--- config.mk ---
export PLATFORM = sky130hd
export DESIGN_NAME = sequence_point_blob_decoder_top_flat
export DESIGN_NICKNAME = d
export VERILOG_FILES = /design/src/rtl/spbd_pkg.sv /design/src/rtl/spbd_in_if.sv /design/src/rtl/spbd_out_if.sv /design/src/rtl/spbd_int_asm.sv /design/src/rtl/sequence_point_blob_decoder_top.sv /design/src/flat_wrapper.sv
export SDC_FILE = /design/constraint.sdc
export NUM_CORES = 1
export LEC_CHECK = 0
export BUFFER_PORTS_ARGS = -buffer_cell sky130_fd_sc_hd__buf_2
export CAP_MARGIN = 30
export CELL_PAD_IN_SITES_DETAIL_PLACEMENT = 1
export CELL_PAD_IN_SITES_GLOBAL_PLACEMENT = 2
export CORE_MARGIN = 8
export CORE_UTILIZATION = 43
export DETAILED_ROUTE_END_ITERATION = 10
export PLACE_DENSITY = 0.93
export SKIP_CTS_REPAIR_TIMING = 1
export SYNTH_ARGS = -nofsm -noshare
export SYNTH_HDL_FRONTEND = slang
export SYNTH_SLANG_ARGS = --single-unit
--- constraint.sdc ---
create_clock -name clk -period 9.7 [get_ports clk]
set_input_delay 0.97 -clock clk [delete_from_list [all_inputs] [get_ports clk]]
set_output_delay 0.97 -clock clk [all_outputs]
set_load 0.005 [all_outputs]
--- src/rtl/spbd_pkg.sv ---
// ----------------------------------------------------------------------------
// spbd_pkg
// Shared types and constants for the sequence-points blob decoder.
// ----------------------------------------------------------------------------
package spbd_pkg;

  // record kinds on the result channel
  localparam logic [2:0] KIND_HEADER = 3'd0;
  localparam logic [2:0] KIND_DOC    = 3'd1;
  localparam logic [2:0] KIND_HIDDEN = 3'd2;
  localparam logic [2:0] KIND_POINT  = 3'd3;
  localparam logic [2:0] KIND_ERROR  = 3'd4;

  // marker lines for document-change and hidden records
  localparam logic [31:0] LINE_DOC_CHANGE = 32'h00FD_DFDD;
  localparam logic [31:0] LINE_HIDDEN     = 32'h00FE_EFEE;

  // field being parsed
  typedef enum logic [6:0] {
    PH_SIG    = 7'b000_0001,
    PH_DOC    = 7'b000_0010,
    PH_IL     = 7'b000_0100,
    PH_SECOND = 7'b000_1000,
    PH_COLS   = 7'b001_0000,
    PH_SLINE  = 7'b010_0000,
    PH_SCOL   = 7'b100_0000
  } phase_t;

  // width class of a compressed integer
  typedef enum logic [1:0] {
    W7  = 2'd0,
    W14 = 2'd1,
    W29 = 2'd2
  } int_width_t;

  // compressed integer assembler result
  typedef struct packed {
    logic        done;
    logic        invalid;
    logic [28:0] value;
    logic [1:0]  bytes_left;
    int_width_t  width;
    logic [31:0] sval;
  } int_res_t;

endpackage

--- src/rtl/spbd_in_if.sv ---
// ----------------------------------------------------------------------------
// spbd_in_if
// Byte channel into the decoder: valid/ready plus one blob byte and flags.
// ----------------------------------------------------------------------------
interface spbd_in_if;
  logic       valid;
  logic       ready;
  logic [7:0] data_byte;
  logic       blob_start;
  logic       blob_end;
  logic       single_document;

  modport source (output valid, data_byte, blob_start, blob_end, single_document,
                  input ready);
  modport sink (input valid, data_byte, blob_start, blob_end, single_document,
                output ready);
endinterface

--- src/rtl/spbd_out_if.sv ---
// ----------------------------------------------------------------------------
// spbd_out_if
// Record channel out of the decoder: valid/ready plus one decoded record.
// ----------------------------------------------------------------------------
interface spbd_out_if;
  logic        valid;
  logic        ready;
  logic [2:0]  record_kind;
  logic [28:0] value_field;
  logic [31:0] first_line;
  logic [31:0] final_line;
  logic [31:0] first_column;
  logic [31:0] final_column;

  modport source (output valid, record_kind, value_field, first_line, final_line,
                  first_column, final_column, input ready);
  modport sink (input valid, record_kind, value_field, first_line, final_line,
                first_column, final_column, output ready);
endinterface

--- src/rtl/spbd_int_asm.sv ---
// ----------------------------------------------------------------------------
// spbd_int_asm
// Compressed integer assembler: folds one byte into the running integer and
// gives the raw and sign-rotated value when the integer completes.
// ----------------------------------------------------------------------------
module spbd_int_asm
  import spbd_pkg::*;
(
  input  logic [7:0]  data_byte,
  input  logic [1:0]  bytes_left,
  input  logic [28:0] acc,
  input  int_width_t  width,
  output int_res_t    res
);

  logic [31:0] mag;

  always_comb begin
    res = '0;
    res.width = width;
    if (bytes_left == 2'd0) begin
      if (!data_byte[7]) begin
        res.value = {22'd0, data_byte[6:0]};
        res.width = W7;
        res.done  = 1'b1;
      end else if (data_byte[7:6] == 2'b10) begin
        res.value      = {23'd0, data_byte[5:0]};
        res.width      = W14;
        res.bytes_left = 2'd1;
      end else if (data_byte[7:5] == 3'b110) begin
        res.value      = {24'd0, data_byte[4:0]};
        res.width      = W29;
        res.bytes_left = 2'd3;
      end else begin
        res.invalid = 1'b1;
      end
    end else begin
      res.value      = {acc[20:0], data_byte};
      res.bytes_left = bytes_left - 2'd1;
      res.done       = (bytes_left == 2'd1);
    end

    // rotated signed form: bit 0 is the sign, the rest sign-extends
    mag = {4'd0, res.value[28:1]};
    if (res.value[0]) begin
      unique case (res.width)
        W7:      mag[31:6]  = '1;
        W14:     mag[31:13] = '1;
        W29:     mag[31:28] = '1;
        default: mag[31:28] = '1;
      endcase
    end
    res.sval = mag;
  end

endmodule

--- src/rtl/sequence_point_blob_decoder_top.sv ---
// ----------------------------------------------------------------------------
// sequence_point_blob_decoder_top
// Sequence-points blob decoder: one byte per request, at most one record out.
// ----------------------------------------------------------------------------
// output: the record is registered and appears in the cycle after the byte that
//   completes it is taken
// throughput: one byte per cycle, limited only by the output register being
//   drained; the record path holds one 32-bit add after integer assembly
// reset: rst (synchronous) empties the output and returns the parser to the
//   header signature; blob_start on a byte returns the parser there before using it
module sequence_point_blob_decoder_top
  import spbd_pkg::*;
(
  input  logic        clk,
  input  logic        rst,
  spbd_in_if.sink     blob,
  spbd_out_if.source  records
);

  // parser state
  phase_t      phase;
  logic [1:0]  bytes_left;
  logic [28:0] int_acc;
  int_width_t  int_width;
  logic [28:0] pending_offset_delta;
  logic [28:0] pending_line_span;
  logic [31:0] pending_col_end;     // column base plus column span
  logic [31:0] pending_start_line;
  logic [31:0] base_line;
  logic [31:0] base_column;
  logic        have_base;
  logic        first_record_flag;
  logic        halted;

  phase_t      phase_next;
  logic [1:0]  bytes_left_next;
  logic [28:0] int_acc_next;
  int_width_t  int_width_next;
  logic [28:0] pending_offset_delta_next;
  logic [28:0] pending_line_span_next;
  logic [31:0] pending_col_end_next;
  logic [31:0] pending_start_line_next;
  logic [31:0] base_line_next;
  logic [31:0] base_column_next;
  logic        have_base_next;
  logic        first_record_flag_next;
  logic        halted_next;

  // state as seen by this byte: blob_start wipes the control part
  phase_t      cur_phase;
  logic [1:0]  cur_bytes_left;
  logic        cur_have_base;
  logic        cur_first;
  logic        cur_halted;

  // output register
  logic        res_valid;
  logic [2:0]  res_kind;
  logic [28:0] res_value;
  logic [31:0] res_first_line;
  logic [31:0] res_final_line;
  logic [31:0] res_first_column;
  logic [31:0] res_final_column;

  // result of this byte
  logic        emit;
  logic [2:0]  emit_kind;
  logic [28:0] emit_value;
  logic [31:0] emit_first_line;
  logic [31:0] emit_final_line;
  logic [31:0] emit_first_column;
  logic [31:0] emit_final_column;

  logic        accept;
  int_res_t    ir;
  logic [31:0] col_span;
  logic [31:0] delta;
  logic [31:0] col_base;

  // a byte is taken whenever the output register is free or being drained
  assign blob.ready = !res_valid || records.ready;
  assign accept     = blob.valid && blob.ready;

  assign cur_phase      = blob.blob_start ? PH_SIG : phase;
  assign cur_bytes_left = blob.blob_start ? 2'd0   : bytes_left;
  assign cur_have_base  = blob.blob_start ? 1'b0   : have_base;
  assign cur_first      = blob.blob_start ? 1'b1   : first_record_flag;
  assign cur_halted     = blob.blob_start ? 1'b0   : halted;

  spbd_int_asm u_int_asm (
    .data_byte  (blob.data_byte),
    .bytes_left (cur_bytes_left),
    .acc        (int_acc),
    .width      (int_width),
    .res        (ir)
  );

  // start fields are absolute until the first regular record
  assign delta    = cur_have_base ? ir.sval : {3'd0, ir.value};
  assign col_base = cur_have_base ? base_column : 32'd0;

  always_comb begin
    phase_next                = cur_phase;
    bytes_left_next           = cur_bytes_left;
    int_acc_next              = int_acc;
    int_width_next            = int_width;
    pending_offset_delta_next = pending_offset_delta;
    pending_line_span_next    = pending_line_span;
    pending_col_end_next      = pending_col_end;
    pending_start_line_next   = pending_start_line;
    base_line_next            = base_line;
    base_column_next          = base_column;
    have_base_next            = cur_have_base;
    first_record_flag_next    = cur_first;
    halted_next               = cur_halted;
    emit                      = 1'b0;
    emit_kind                 = KIND_ERROR;
    emit_value                = '0;
    emit_first_line           = '0;
    emit_final_line           = '0;
    emit_first_column         = '0;
    emit_final_column         = '0;
    col_span                  = ir.sval;

    if (!cur_halted) begin
      if (ir.invalid) begin
        // bad integer prefix
        emit        = 1'b1;
        halted_next = 1'b1;
      end else begin
        bytes_left_next = ir.bytes_left;
        int_acc_next    = ir.value;
        int_width_next  = ir.width;

        if (ir.done) begin
          unique case (cur_phase)
            PH_SIG: begin
              emit       = 1'b1;
              emit_kind  = KIND_HEADER;
              emit_value = ir.value;
              phase_next = blob.single_document ? PH_IL : PH_DOC;
            end
            PH_DOC: begin
              emit            = 1'b1;
              emit_kind       = KIND_DOC;
              emit_value      = ir.value;
              emit_first_line = LINE_DOC_CHANGE;
              emit_final_line = LINE_DOC_CHANGE;
              phase_next      = PH_IL;
            end
            PH_IL: begin
              pending_offset_delta_next = ir.value;
              phase_next                = PH_SECOND;
            end
            PH_SECOND: begin
              // zero offset delta after the first record marks a document change
              if (pending_offset_delta == 29'd0 && !cur_first) begin
                emit            = 1'b1;
                emit_kind       = KIND_DOC;
                emit_value      = ir.value;
                emit_first_line = LINE_DOC_CHANGE;
                emit_final_line = LINE_DOC_CHANGE;
                phase_next      = PH_IL;
              end else begin
                pending_line_span_next = ir.value;
                phase_next             = PH_COLS;
              end
            end
            PH_COLS: begin
              if (pending_line_span == 29'd0) begin
                col_span = {3'd0, ir.value};
              end
              if (pending_line_span == 29'd0 && ir.value == 29'd0) begin
                // hidden record: no span at all
                emit                   = 1'b1;
                emit_kind              = KIND_HIDDEN;
                emit_value             = pending_offset_delta;
                emit_first_line        = LINE_HIDDEN;
                emit_final_line        = LINE_HIDDEN;
                first_record_flag_next = 1'b0;
                phase_next             = PH_IL;
              end else begin
                // fold the column base in now so the end column needs one add
                pending_col_end_next = col_base + col_span;
                phase_next           = PH_SLINE;
              end
            end
            PH_SLINE: begin
              pending_start_line_next = (cur_have_base ? base_line : 32'd0) + delta;
              phase_next              = PH_SCOL;
            end
            PH_SCOL: begin
              emit                   = 1'b1;
              emit_kind              = KIND_POINT;
              emit_value             = pending_offset_delta;
              emit_first_line        = pending_start_line;
              emit_final_line        = pending_start_line + {3'd0, pending_line_span};
              emit_first_column      = col_base + delta;
              emit_final_column      = pending_col_end + delta;
              base_line_next         = pending_start_line;
              base_column_next       = col_base + delta;
              have_base_next         = 1'b1;
              first_record_flag_next = 1'b0;
              phase_next             = PH_IL;
            end
            default: begin
              emit        = 1'b1;
              emit_kind   = KIND_ERROR;
              halted_next = 1'b1;
            end
          endcase
        end

        // blob end: clean only at a record boundary after some record
        if (!halted_next && blob.blob_end) begin
          halted_next = 1'b1;
          if (!(phase_next == PH_IL && ir.bytes_left == 2'd0 && !first_record_flag_next))
          begin
            emit              = 1'b1;
            emit_kind         = KIND_ERROR;
            emit_value        = '0;
            emit_first_line   = '0;
            emit_final_line   = '0;
            emit_first_column = '0;
            emit_final_column = '0;
          end
        end
      end
    end
  end

  // control state
  always_ff @(posedge clk) begin
    if (rst) begin
      phase             <= PH_SIG;
      bytes_left        <= 2'd0;
      have_base         <= 1'b0;
      first_record_flag <= 1'b1;
      halted            <= 1'b0;
      int_width         <= W7;
    end else if (accept) begin
      phase             <= phase_next;
      bytes_left        <= bytes_left_next;
      have_base         <= have_base_next;
      first_record_flag <= first_record_flag_next;
      halted            <= halted_next;
      int_width         <= int_width_next;
    end
  end

  // payload state, only read after it has been written for this blob
  always_ff @(posedge clk) begin
    if (accept) begin
      int_acc              <= int_acc_next;
      pending_offset_delta <= pending_offset_delta_next;
      pending_line_span    <= pending_line_span_next;
      pending_col_end      <= pending_col_end_next;
      pending_start_line   <= pending_start_line_next;
      base_line            <= base_line_next;
      base_column          <= base_column_next;
    end
  end

  // output register
  always_ff @(posedge clk) begin
    if (rst) begin
      res_valid <= 1'b0;
    end else begin
      if (records.valid && records.ready) begin
        res_valid <= 1'b0;
      end
      if (accept && emit) begin
        res_valid <= 1'b1;
      end
    end
  end

  always_ff @(posedge clk) begin
    if (accept && emit) begin
      res_kind         <= emit_kind;
      res_value        <= emit_value;
      res_first_line   <= emit_first_line;
      res_final_line   <= emit_final_line;
      res_first_column <= emit_first_column;
      res_final_column <= emit_final_column;
    end
  end

  assign records.valid        = res_valid;
  assign records.record_kind  = res_kind;
  assign records.value_field  = res_value;
  assign records.first_line   = res_first_line;
  assign records.final_line   = res_final_line;
  assign records.first_column = res_first_column;
  assign records.final_column = res_final_column;

  // a stalled record blocks new bytes
  a_stall_blocks: assert property (@(posedge clk) disable iff (rst)
    records.valid && !records.ready |-> !blob.ready)
    else $error("byte taken while a record is stalled");

  // invalid prefix on a fresh blob gives an error record
  a_bad_prefix: assert property (@(posedge clk) disable iff (rst)
    accept && blob.blob_start && blob.data_byte[7:5] == 3'b111
    |=> records.valid && records.record_kind == KIND_ERROR)
    else $error("invalid prefix gave no error record");

  // an error record always halts the parser
  a_error_halts: assert property (@(posedge clk) disable iff (rst)
    accept && emit && emit_kind == KIND_ERROR |=> halted)
    else $error("error record without halt");

  // a regular record sets the delta base
  a_point_sets_base: assert property (@(posedge clk) disable iff (rst)
    accept && emit && emit_kind == KIND_POINT |=> have_base && !first_record_flag)
    else $error("sequence point did not set the base");

endmodule

--- src/flat_wrapper.sv ---
// flat-port wrapper written by rule: the top's interface ports become plain ports
module sequence_point_blob_decoder_top_flat import spbd_pkg::*;
  (clk, rst, blob_valid, blob_data_byte, blob_blob_start, blob_blob_end, blob_single_document, blob_ready, records_valid, records_record_kind, records_value_field, records_first_line, records_final_line, records_first_column, records_final_column, records_ready);
  spbd_in_if blob_i ();
  spbd_out_if records_i ();
  input  logic clk;
  input  logic rst;
  input wire logic [$bits(blob_i.valid)-1:0] blob_valid;
  input wire logic [$bits(blob_i.data_byte)-1:0] blob_data_byte;
  input wire logic [$bits(blob_i.blob_start)-1:0] blob_blob_start;
  input wire logic [$bits(blob_i.blob_end)-1:0] blob_blob_end;
  input wire logic [$bits(blob_i.single_document)-1:0] blob_single_document;
  output wire logic [$bits(blob_i.ready)-1:0] blob_ready;
  output wire logic [$bits(records_i.valid)-1:0] records_valid;
  output wire logic [$bits(records_i.record_kind)-1:0] records_record_kind;
  output wire logic [$bits(records_i.value_field)-1:0] records_value_field;
  output wire logic [$bits(records_i.first_line)-1:0] records_first_line;
  output wire logic [$bits(records_i.final_line)-1:0] records_final_line;
  output wire logic [$bits(records_i.first_column)-1:0] records_first_column;
  output wire logic [$bits(records_i.final_column)-1:0] records_final_column;
  input wire logic [$bits(records_i.ready)-1:0] records_ready;
  assign blob_i.valid = blob_valid;
  assign blob_i.data_byte = blob_data_byte;
  assign blob_i.blob_start = blob_blob_start;
  assign blob_i.blob_end = blob_blob_end;
  assign blob_i.single_document = blob_single_document;
  assign blob_ready = blob_i.ready;
  assign records_valid = records_i.valid;
  assign records_record_kind = records_i.record_kind;
  assign records_value_field = records_i.value_field;
  assign records_first_line = records_i.first_line;
  assign records_final_line = records_i.final_line;
  assign records_first_column = records_i.first_column;
  assign records_final_column = records_i.final_column;
  assign records_i.ready = records_ready;
  sequence_point_blob_decoder_top u_core (.clk(clk), .rst(rst), .blob(blob_i), .records(records_i));
endmodule
======== Word level (Yosys, flattened, before mapping) ========
Cells that the tools add are included.
storage, ports and cells
  word-level logic and storage cells ...... 172
  bits of input ports ..................... 15
  flip-flop bits (word level) ............. 382
  output and inout port bits .............. 162
operators by class
  bitwise operators ....................... 4
  eq/ne operators ......................... 12
  add/subtract/negate cells ............... 6
  reduce and logical (&&, ||, !) cells .... 32
  multiplexer cells ....................... 98
operator list
  operator                                                         count
  32-bit two-way mux                                               22
  32-bit one-hot mux with 4 select lines                           2
  29-bit two-way mux                                               5
  32-bit adder                                                     4
  29-bit one-hot mux with 4 select lines                           1
  29-bit logical NOT                                               3
  7-bit two-way mux                                                8
  24-bit two-way mux                                               2
  7-bit one-hot mux with 6 select lines                            1
  1-bit two-way mux                                                35
  32-bit by 29-bit adder with 32-bit output                        1
  31-bit two-way mux                                               1
  26-bit two-way mux                                               1
  3-bit two-way mux                                                6
  15-bit two-way mux                                               1
  3-bit one-hot mux with 5 select lines                            1
  5-bit AND reduction                                              3
  7-bit by 3-bit == test with 1-bit output, second input constant  2
  2-bit two-way mux                                                6
  6-bit AND reduction                                              2
  10-bit two-way mux                                               1
  2-bit OR reduction                                               5
  9-bit two-way mux                                                1
  1-bit logical AND                                                8
  other kinds (21)                                                 30

======== Depth between registers and ports, before layout ========
Gate-level depths: netlist of the first run.
  depth in word-level cells ............... 21
  mapped depth ............................ 20
  depth with buffers taken out ............ 19

======== By module ========
From an unflattened synthesis of the first run, not the netlist that was laid out.
unflattened totals
  cell total of the unflattened synthesis .. 2106
  area, all modules ....................... 22980.8 um^2
modules (own cells, without submodules)
  module                           sequential area each (um^2)  cells an instance  times used  area an instance (um^2)
  sequence_point_blob_decoder_top  11561.1                      2020               1           22386.5
  spbd_int_asm                     0.0                          86                 1           594.3

======== Least setup slack after synthesis of the first run ========
OpenSTA, ideal clock, no wires.
  path type ............................... input -> register
  from .................................... input blob_blob_start
  to ...................................... register u_core.res_final_column[0] (netlist: u_core.records.final_column[0]) (enable)
  stages .................................. 9
  required time ........................... 9.160 ns
  path buffers ............................ 1
  data arrival time ....................... 6.180 ns
  setup time .............................. 0.540 ns
  setup slack ............................. 2.980 ns
  path through ............................ clkbuf_1 -> nor2_1 -> o41ai_2 -> a31o_1 -> and3_1 -> a31oi_1 -> o31ai_4 -> nand3_1 -> and3_1
on the way
  longest elaborated chain between the ends .. 18
  elaborated cells on any way between the ends .. 55
  those cells by class .................... 1 x add/sub; 9 x eq/ne; 30 x mux; 15 x reduce/logical
ends and longest elaborated chain
  element                                   line                                    RTL
  start: declaration                        flat_wrapper.sv:10                      input wire logic [$bits(blob_i.blob_start)-1:0] blob_blob_start;
  2-bit two-way mux                         sequence_point_blob_decoder_top.sv:85   assign cur_bytes_left = blob.blob_start ? 2'd0 : bytes_left;
  2-bit logical NOT                         spbd_int_asm.sv:21                      if (bytes_left == 2'd0) begin
  31-bit two-way mux                        spbd_int_asm.sv:21
  29-bit logical NOT                        sequence_point_blob_decoder_top.sv:173  if (pending_line_span == 29'd0 && ir.value == 29'd0) begin
  1-bit logical AND                         sequence_point_blob_decoder_top.sv:173
  6-bit two-way mux                         sequence_point_blob_decoder_top.sv:173
  7-bit one-hot mux with 6 select lines     sequence_point_blob_decoder_top.sv:136  unique case (cur_phase)
  7-bit two-way mux                         sequence_point_blob_decoder_top.sv:135  if (ir.done) begin
  7-bit two-way mux                         sequence_point_blob_decoder_top.sv:126  if (ir.invalid) begin
  7-bit two-way mux                         sequence_point_blob_decoder_top.sv:125  if (!cur_halted) begin
  7-bit by 3-bit == test with 1-bit output  sequence_point_blob_decoder_top.sv:217  if (!(phase_next == PH_IL && ir.bytes_left == 2'd0 && !first_record_flag_next))
  1-bit logical AND (2 in a row)            sequence_point_blob_decoder_top.sv:217
  1-bit two-way mux                         sequence_point_blob_decoder_top.sv:217
  1-bit two-way mux                         sequence_point_blob_decoder_top.sv:215  if (!halted_next && blob.blob_end) begin
  1-bit two-way mux                         sequence_point_blob_decoder_top.sv:126
  1-bit two-way mux *                       sequence_point_blob_decoder_top.sv:125
  1-bit logical AND *                       sequence_point_blob_decoder_top.sv:279  if (accept && emit) begin
  end signal: assignment                    sequence_point_blob_decoder_top.sv:285  res_final_column <= emit_final_column;
  end: declaration                          sequence_point_blob_decoder_top.sv:63   logic [31:0] res_final_column;
Mark *: on every way between the ends. The rest lies on a longest branch, timed or not. The select of a mux whose other input is x is not followed.
A chain may end at the register's enable or synchronous reset.

======== Worst setup path after layout of the first run ========
  from .................................... input blob_blob_start
  to ...................................... register u_core.res_final_column[29] (netlist: u_core.records.final_column[29]) (data pin)
on the way
  longest elaborated chain between the ends .. 15
  elaborated cells on any way between the ends .. 60
  those cells by class .................... 2 x add/sub; 10 x eq/ne; 32 x mux; 16 x reduce/logical
ends and longest elaborated chain
  element
  branches (longest 15 deep; another with 32-bit adder)
Several ways; the timed one is not identified. The select of a mux whose other input is x is not followed.

==> impl_results.md, run 1 <==
* Largest net degree at the start of global routing at just over 80
* Required time of the worst setup path at 10000 ps
* Dpl cell area at 23700 sq um
* Core ar. at 50900 sq um
* M3 GR Usage at under 10%
* Cell accounting for the most synthesized area: edfxtp_1
* Most common cell on crit path: nor2_1
* Post-synth EDFFs at 367
* Register area at roughly 11000 sq um
* Total CTS buffers at 44
* Leak Pwr at 10.4 nW
* Worst Setup SP: blob_blob_start
* Slew @ Worst Pin at 935 ps
* Diodes inserted at 0
* Top-count cell post-synth: edfxtp_1
* M1 GR Usage at 29.5%
* Slew Viols, Final at 0
* Post-DP HPWL at 50600 um
* Syn_area_per_cell at 10.6 sq um
* Ys flop type: edfxtp_1
* Final instance area at 25300 sq um
* Unrepaired setup endpoints after global routing: no
* CTS tree: yes
* CP peak stage delay at ~610 ps
* Vias/cell at 5.74
* Synth top area cells: edfxtp_1 (50%), ha_1 (8.7%), a21oi_1 (4.2%), nand2_1 (3.9%), xnor2_1 (3.6%)
* Total negative slack at 0 ps
* Status: finished, final reports clean
* Routability cong. at 0.893
* Cell Pwr Density at approximately 160 nW/um^2
* Worst vdd ir at 0.103 mV
* Fmax at 0.171 GHz
* Max-cap violation count at 0
* Synth Area in Compound Gates at 15.7%
* Crit-path cells: buf_2 > o21bai_1 > nand3_1 > nand3_1 > a221o_1 > nand2_1 > nand2_1 > o21ai_0 > ha_1 > a21oi_1 > nor2_1 > a311oi_1 > a21oi_1 > a211oi_1 > nor2_1 > a221o_1 > a21boi_0 > xor2_1 > nor2_1
* Final WL at 66300 um
* Share of layout cells above drive strength 1 at 13.9%
* Crit path kind: input port to flip-flop
* Netlist cell types at 72
* CTS sink count at 382
* Syn_nets at 2250
* Relative slew slack at 37.5%
* Setup slack, reg-to-reg at 4180 ps
* Final #Nets at 2423
* Critical-path top delay cell: a221o_1
* Initial DRT Pass Iterations at 7
* Port buffer count at between 150 and 200
* CP delay by family, top: compound AO/OA/AOI/OAI gates
* Die footprint at just under 60000 sq um
* Layout overhead on the synthesized area at 15.1%
* Root buffer cell: clkbuf_16
* Worst hold path class: flip-flop to flip-flop
* Die Ht at about 240 um
* Number of core rows at 83
* Final hold vios at 0
* Worst setup SP type: input port
* Total gr overflow at 0
* HP Start: u_core.pending_start_line[28]$_DFFE_PP_
* Asr flop ratio synth at 0%
* CTS H-tree depth at 2
* Initial core utilization at ~43%
* CP max FO at 19
* CTS Buffer Depth at 3
* Register area share after synthesis at 51.5%
* #FFs+latches synth at 382
* Final clock skew at 27.8 ps
* All-Layer GR Usage at 22.0%
* Reg-to-Reg Start: u_core.bytes_left[0]$_SDFFE_PP0P_
* Critical Path AT at 6140 ps
* Multi-input gate area at 10200 sq um
* Crit path buf inv count at 1
* Mux share of post-synthesis cell area at 0.0910%
* Global-route wire length before repair at 103000 um
* Vias in the first global route at 17700
* Cells after Synth at 2077
* Initial antenna violation count at 1
* Final routed DRC violation total at 0
* DR WL/cell at 22.4 um
* Synth Area in Adders at 9.16%
* Final Critical Period at 5840 ps
* Synth top cells by count: edfxtp_1 (367), nand2_1 (229), a21oi_1 (185)
* Final setup fails at 0
* Clock transition at the registers of the reported paths at 60 ps
* Yosys warning count at 0
* Later-pin clock latency in the skew report at a little under 600 ps
* Syn Std Cell Area at between 20000 and 25000 sq um
* GR Util met2 at a little over a third
* Largest family of logic cells by synthesized area: compound AO/OA/AOI/OAI gates
* Fillers at 5555
* Top Ports at roughly 180
* Routed vias at ~17000
* Crit end category: flip-flop
* Die width at 242 um
* Post-synthesis simple-gate area fraction at between 10% and 20%
* Top cell type's share of synthesized area at between 50% and 60%
* DRT iter0 DRCs at about 1200
* Crit share post-route at 60.2%
* XOR/XNOR Fraction of Synth Area at 5.74%
* Antenna-violating nets left at 0
* GR peak layer: met2
==> sequential cells by signal, indices dropped and copies added (netlist names) <==
signal,cells
u_core.pending_line_span,29
u_core.bytes_left,2
u_core.pending_start_line,32
u_core.records.final_column,32
u_core.halted,1
u_core.have_base,1
u_core.records.first_line,32
u_core.base_column,32
u_core.base_line,32
u_core.int_width,2
u_core.phase,7
u_core.pending_col_end,32
u_core.records.record_kind,3
u_core.records.valid,1
u_core.first_record_flag,1
u_core.pending_offset_delta,29
u_core.records.final_line,32
u_core.int_acc,21
u_core.records.first_column,32
u_core.records.value_field,29
==> power breakdown <==
group / internal (W) / total, W / leakage [nW] / switching [W]
Clock: 0.00113 / 0.00183 / 0.770 / 0.000705
Sequential: 0.00186 / 0.00188 / 3.54 / 0.0000183
Combinational: 0.0000909 / 0.000277 / 6.05 / 0.000186
==> cell families after synthesis <==
kind of cell,Yosys count
AND/OR/NAND/NOR,708
AO/OA/AOI/OAI,545
buffers and inverters,138
flip-flops,382
adder cells (fa/ha/maj),158
XOR/XNOR,144
multiplexers,2
==> layer usage <==
layer,share of wire (%),up-vias
met2,46,505
li1,-,7989
met1,44,8396
met5,0,-
met3,6.2,123
met4,3.4,0
==> worst reg2reg max path: cells and delay by family (launching register included) <==
family | cells | cell delay, ps
XOR/XNOR | 1 | 190
flip-flops | 1 | 420
AND/OR/NAND/NOR | 7 | 1230
adder cells (fa/ha/maj) | 1 | 370
AO/OA/AOI/OAI | 9 | 3030
==> stage by stage <==
step	total power (W)	util (%)	cells	worst slack [ps]	hold slack, ps
final	0.00399	49.8	2963	3860	511
after global routing	0.00410	49.8	2963	3540	531
after CTS	0.00402	49.6	2960	3920	511
after detailed placement	0.00218	46.5	2881	3370	493
after global placement	0.00217	46.4	2879	3600	482
after floorplan	0.00207	-	2077	2980	448
==> cells in the final DEF (no fill, tap or decap), types with 6 or more instances in the layout <==
master     count
nand3_1       42
nand3b_1       7
o21ai_0      101
nor3_1        35
dfxtp_1       15
buf_2        176
a21oi_2       20
a211o_1        6
a31o_2         7
nand2b_1      15
o22ai_1        6
ha_1         153
nor4_1        21
o21a_1        11
clkinv_2       7
and3_1        26
o21ai_1       25
buf_4         17
xor2_1        53
a31oi_1       16
xnor2_1       91
a21o_1        72
nor2b_1       22
nor2_1       160
edfxtp_1     367
inv_1         67
clkbuf_16     44
nand2_1      229
and2_1        95
a211oi_1      17
a21oi_1      185
o21bai_1      20
clkinv_1       6
a22oi_1        6
bufinv_16     11
or3_1         11
nand4_1       18
==> final cells by class <==
cell class	count	share of cell area, %
clock inverters	31	1.81
well taps	680	3.36
flip-flops and latches	382	44.7
clock buffers	48	4.41
inverters	67	0.993
repair buffers	198	4.50
multi-input cells	1557	40.2
==> final timing paths <==
path | cells after the start | endpoint
worst min-delay path | 0 | u_core.base_line[28]$_DFFE_PP_
worst min register to register | 0 | u_core.base_line[28]$_DFFE_PP_
worst max-delay path | 19 | u_core.records.final_column[29]$_SDFFCE_PP0P_
worst max register to register | 18 | u_core.records.final_column[29]$_SDFFCE_PP0P_
No activity file was read; power rests on OpenSTA's default activity.
==> run 2: changes to the inputs <==
Settings changed: CORE_UTILIZATION 43 to 40, PLACE_DENSITY 0.93 to 0.87.
Clock period 9.7 ns to 5.4 ns, I/O delays scaled along.
==> run 2 against run 1 <==
Net effect: power up 78%; die area up 7.0%; clock-buffer cell count up 2; final area up 0.66%; utilization down 3.2 points; sequential power up 79%; clock skew down 9.7 ps; worst hold slack worse by 280 ps; non-clock buffer count up 28; wire length up 0.72%; first-iteration DRC count down 4.2%; flip-flop and latch count unchanged; critical path type is now flip-flop to flip-flop; highest routed layer unchanged.
==> impl_results.md, run 2 (synthesis results as in run 1) <==
* Final WL at 66800 um (+0.72%)
* Total gr overflow at 0 (unchanged)
* Worst hold path class: input port to flip-flop
* Top Ports at 177 (unchanged)
* Vias in the first global route at 17600 (-1.0%)
* Later-pin clock latency in the skew report at 590 ps (about the same)
* Dpl cell area at 23900 sq um (+1.2%)
* Final clock skew at 18.1 ps (-9.67 ps)
* Routability cong. at 0.960 (+7.5%)
* Share of layout cells above drive strength 1 at 15.1% (+1.2 points)
* Routed vias at 16800 (-1.2%)
* CTS H-tree depth at 2 (unchanged)
* Status: finished, final reports clean
* Global-route wire length before repair at 103000 um (+0.23%)
* DRT iter0 DRCs at 1124 (-4.2%)
* Leak Pwr at 10.4 nW (+0.89%)
* CTS Buffer Depth at 3 (unchanged)
* Relative slew slack at 33.3% (-4.3 points)
* Clock Power Share at 45.2% (-0.8 points)
* Final Critical Period at 5110 ps
* Crit path kind: flip-flop to flip-flop
* Final setup fails at 0 (unchanged)
* CTS sink count at 382 (unchanged)
* Placed Cells at 2936 (+1.9%)
* Fillers at 5989 (+7.8%)
* Core ar. at 54800 sq um (+7.6%)
* Required time of the worst setup path at 5720 ps (-4280 ps)
* Die Ht at 250 um (+3.4%)
* Slew Viols, Final at 0 (unchanged)
* Total CTS buffers at 45 (+2.3%)
* Worst setup SP type: flip-flop
* Die width at 250 um (+3.4%)
* Crit end category: flip-flop
* Initial DRT Pass Iterations at 5 (-2)
* Clock transition at the registers of the reported paths at 60 ps (about the same)
* Vias/cell at 5.57 (-3.1%)
* Seq pwr share at 47.7% (+0.6 points)
* Final hold vios at 0 (unchanged)
* Antenna-violating nets left at 0 (unchanged)
* Largest net degree at the start of global routing at 79 (-4.8%)
* Layout overhead on the synthesized area at 15.9%
* Unrepaired setup endpoints after global routing: no
* Diodes inserted at 0 (unchanged)
* Sw frac at 23.8% (+1.0 points)
* Die footprint at 62700 sq um (+7.0%)
* Port buffer count at 176 (unchanged)
* NetSw at 0.00169 W (+85%)
* Max-cap violation count at 0 (unchanged)
* All-Layer GR Usage at 20.8% (-1.2 points)
* Final #Nets at 2452 (+1.2%)
* Post-DP HPWL at 51100 um (+0.89%)
* Total negative slack at 0 ps (unchanged)
* Post-Layout Cell Count at 3020 (+1.9%)
* Number of core rows at 86 (+3.6%)
* Crit share post-route at 94.6%
* Most frequent cells in the layout: edfxtp_1 (367), nand2_1 (229), a21oi_1 (185)
* Initial antenna violation count at 2 (+1)
* CTS tree: yes
* Worst vdd ir at 0.228 mV (+120%)
* Final instance area at 25500 sq um (+0.66%)
* DR WL/cell at 22.1 um (-1.2%)
* Final routed DRC violation total at 0 (unchanged)
* Leading cell type in the layout, fill and taps excluded: edfxtp_1
* CP max FO at 8 (-11)
* Fmax at 0.196 GHz
* Root buffer cell: clkbuf_16
* Cell Pwr Density at 278 nW/um^2 (+76%)
* P_int at 0.00539 W (+75%)
* Initial core utilization at 40.1% (-3.1 points)
* Critical Path AT at 5430 ps (-710 ps)
* Combinational share of power at 7.2% (+0.3 points)
* Total power at 0.00708 W (+78%)
* Slew @ Worst Pin at 991 ps (+55.6 ps)
[run 2: power by group through the flow]
stage                     clock, W  combinational (W)  sequential (W)
final                      0.00320           0.000508         0.00337
after global routing       0.00335           0.000555         0.00338
after CTS                  0.00327           0.000511         0.00338
after detailed placement         0           0.000508         0.00344
after global placement           0           0.000494         0.00344
after floorplan                  0           0.000266         0.00344
[run 2: path summary, 6_finish.rpt]
path	from	endpoint	slack [ps]	cells past startpoint
max reg2reg	u_core.bytes_left[0]$_SDFFE_PP0P_	u_core.pending_start_line[30]$_DFFE_PP_	290	18
max	u_core.bytes_left[0]$_SDFFE_PP0P_	u_core.pending_start_line[30]$_DFFE_PP_	290	18
min reg2reg	u_core.pending_start_line[25]$_DFFE_PP_	u_core.base_line[25]$_DFFE_PP_	490	0
min	blob_valid	u_core.records.valid$_SDFFE_PP0P_	230	3
[run 2: worst max-delay path, cell delays in order (launching register included)]
cell and delay, ps:
dfxtp_1 370, o21bai_1 320, nand4_1 370, nand2_1 270, inv_1 120, nand2_1 70
o21ai_0 250, ha_1 360, fa_1 490, a21oi_1 210, nor2_1 100, o31ai_2 330
o21ai_1 190, a21oi_1 240, o22ai_1 170, or4_1 470, a31o_2 260, a21oi_1 180
xnor2_1 80
[run 2: per-stage QoR]
step | setup WS, ps | hold slack (ps) | utilization (%)
2_1_floorplan | 11.8 | 448 | -
3_5_place_dp | 202 | 469 | 43.7
3_3_place_gp | 360 | 474 | 43.7
4_1_cts | 324 | 204 | 46.5
5_1_grt | 63.7 | 224 | 46.5
6_report | 293 | 234 | 46.5
[run 2: final cells by class]
type                    instances  area [sq um]  share of cell area [%]
flip-flops and latches        382         11300                    44.4
clock buffers                  50          1140                    4.49
multi-input cells            1557         10200                    39.9
clock inverters                34           397                    1.56
well taps                     704           881                    3.46
inverters                      67           251                   0.987
repair buffers                226          1310                    5.16
[run 2: metal layers]
metal  wire length [um]  vias to the layer above  global-route usage, %  share of wire (%)
li1                   -                     8057                      -                  -
met3               3330                       90                   3.68                5.0
met2              31100                      424                   34.2                 47
met5                  0                        -                      0                  0
met4               1530                        0                   5.35                2.3
met1              30800                     8240                   28.3                 46
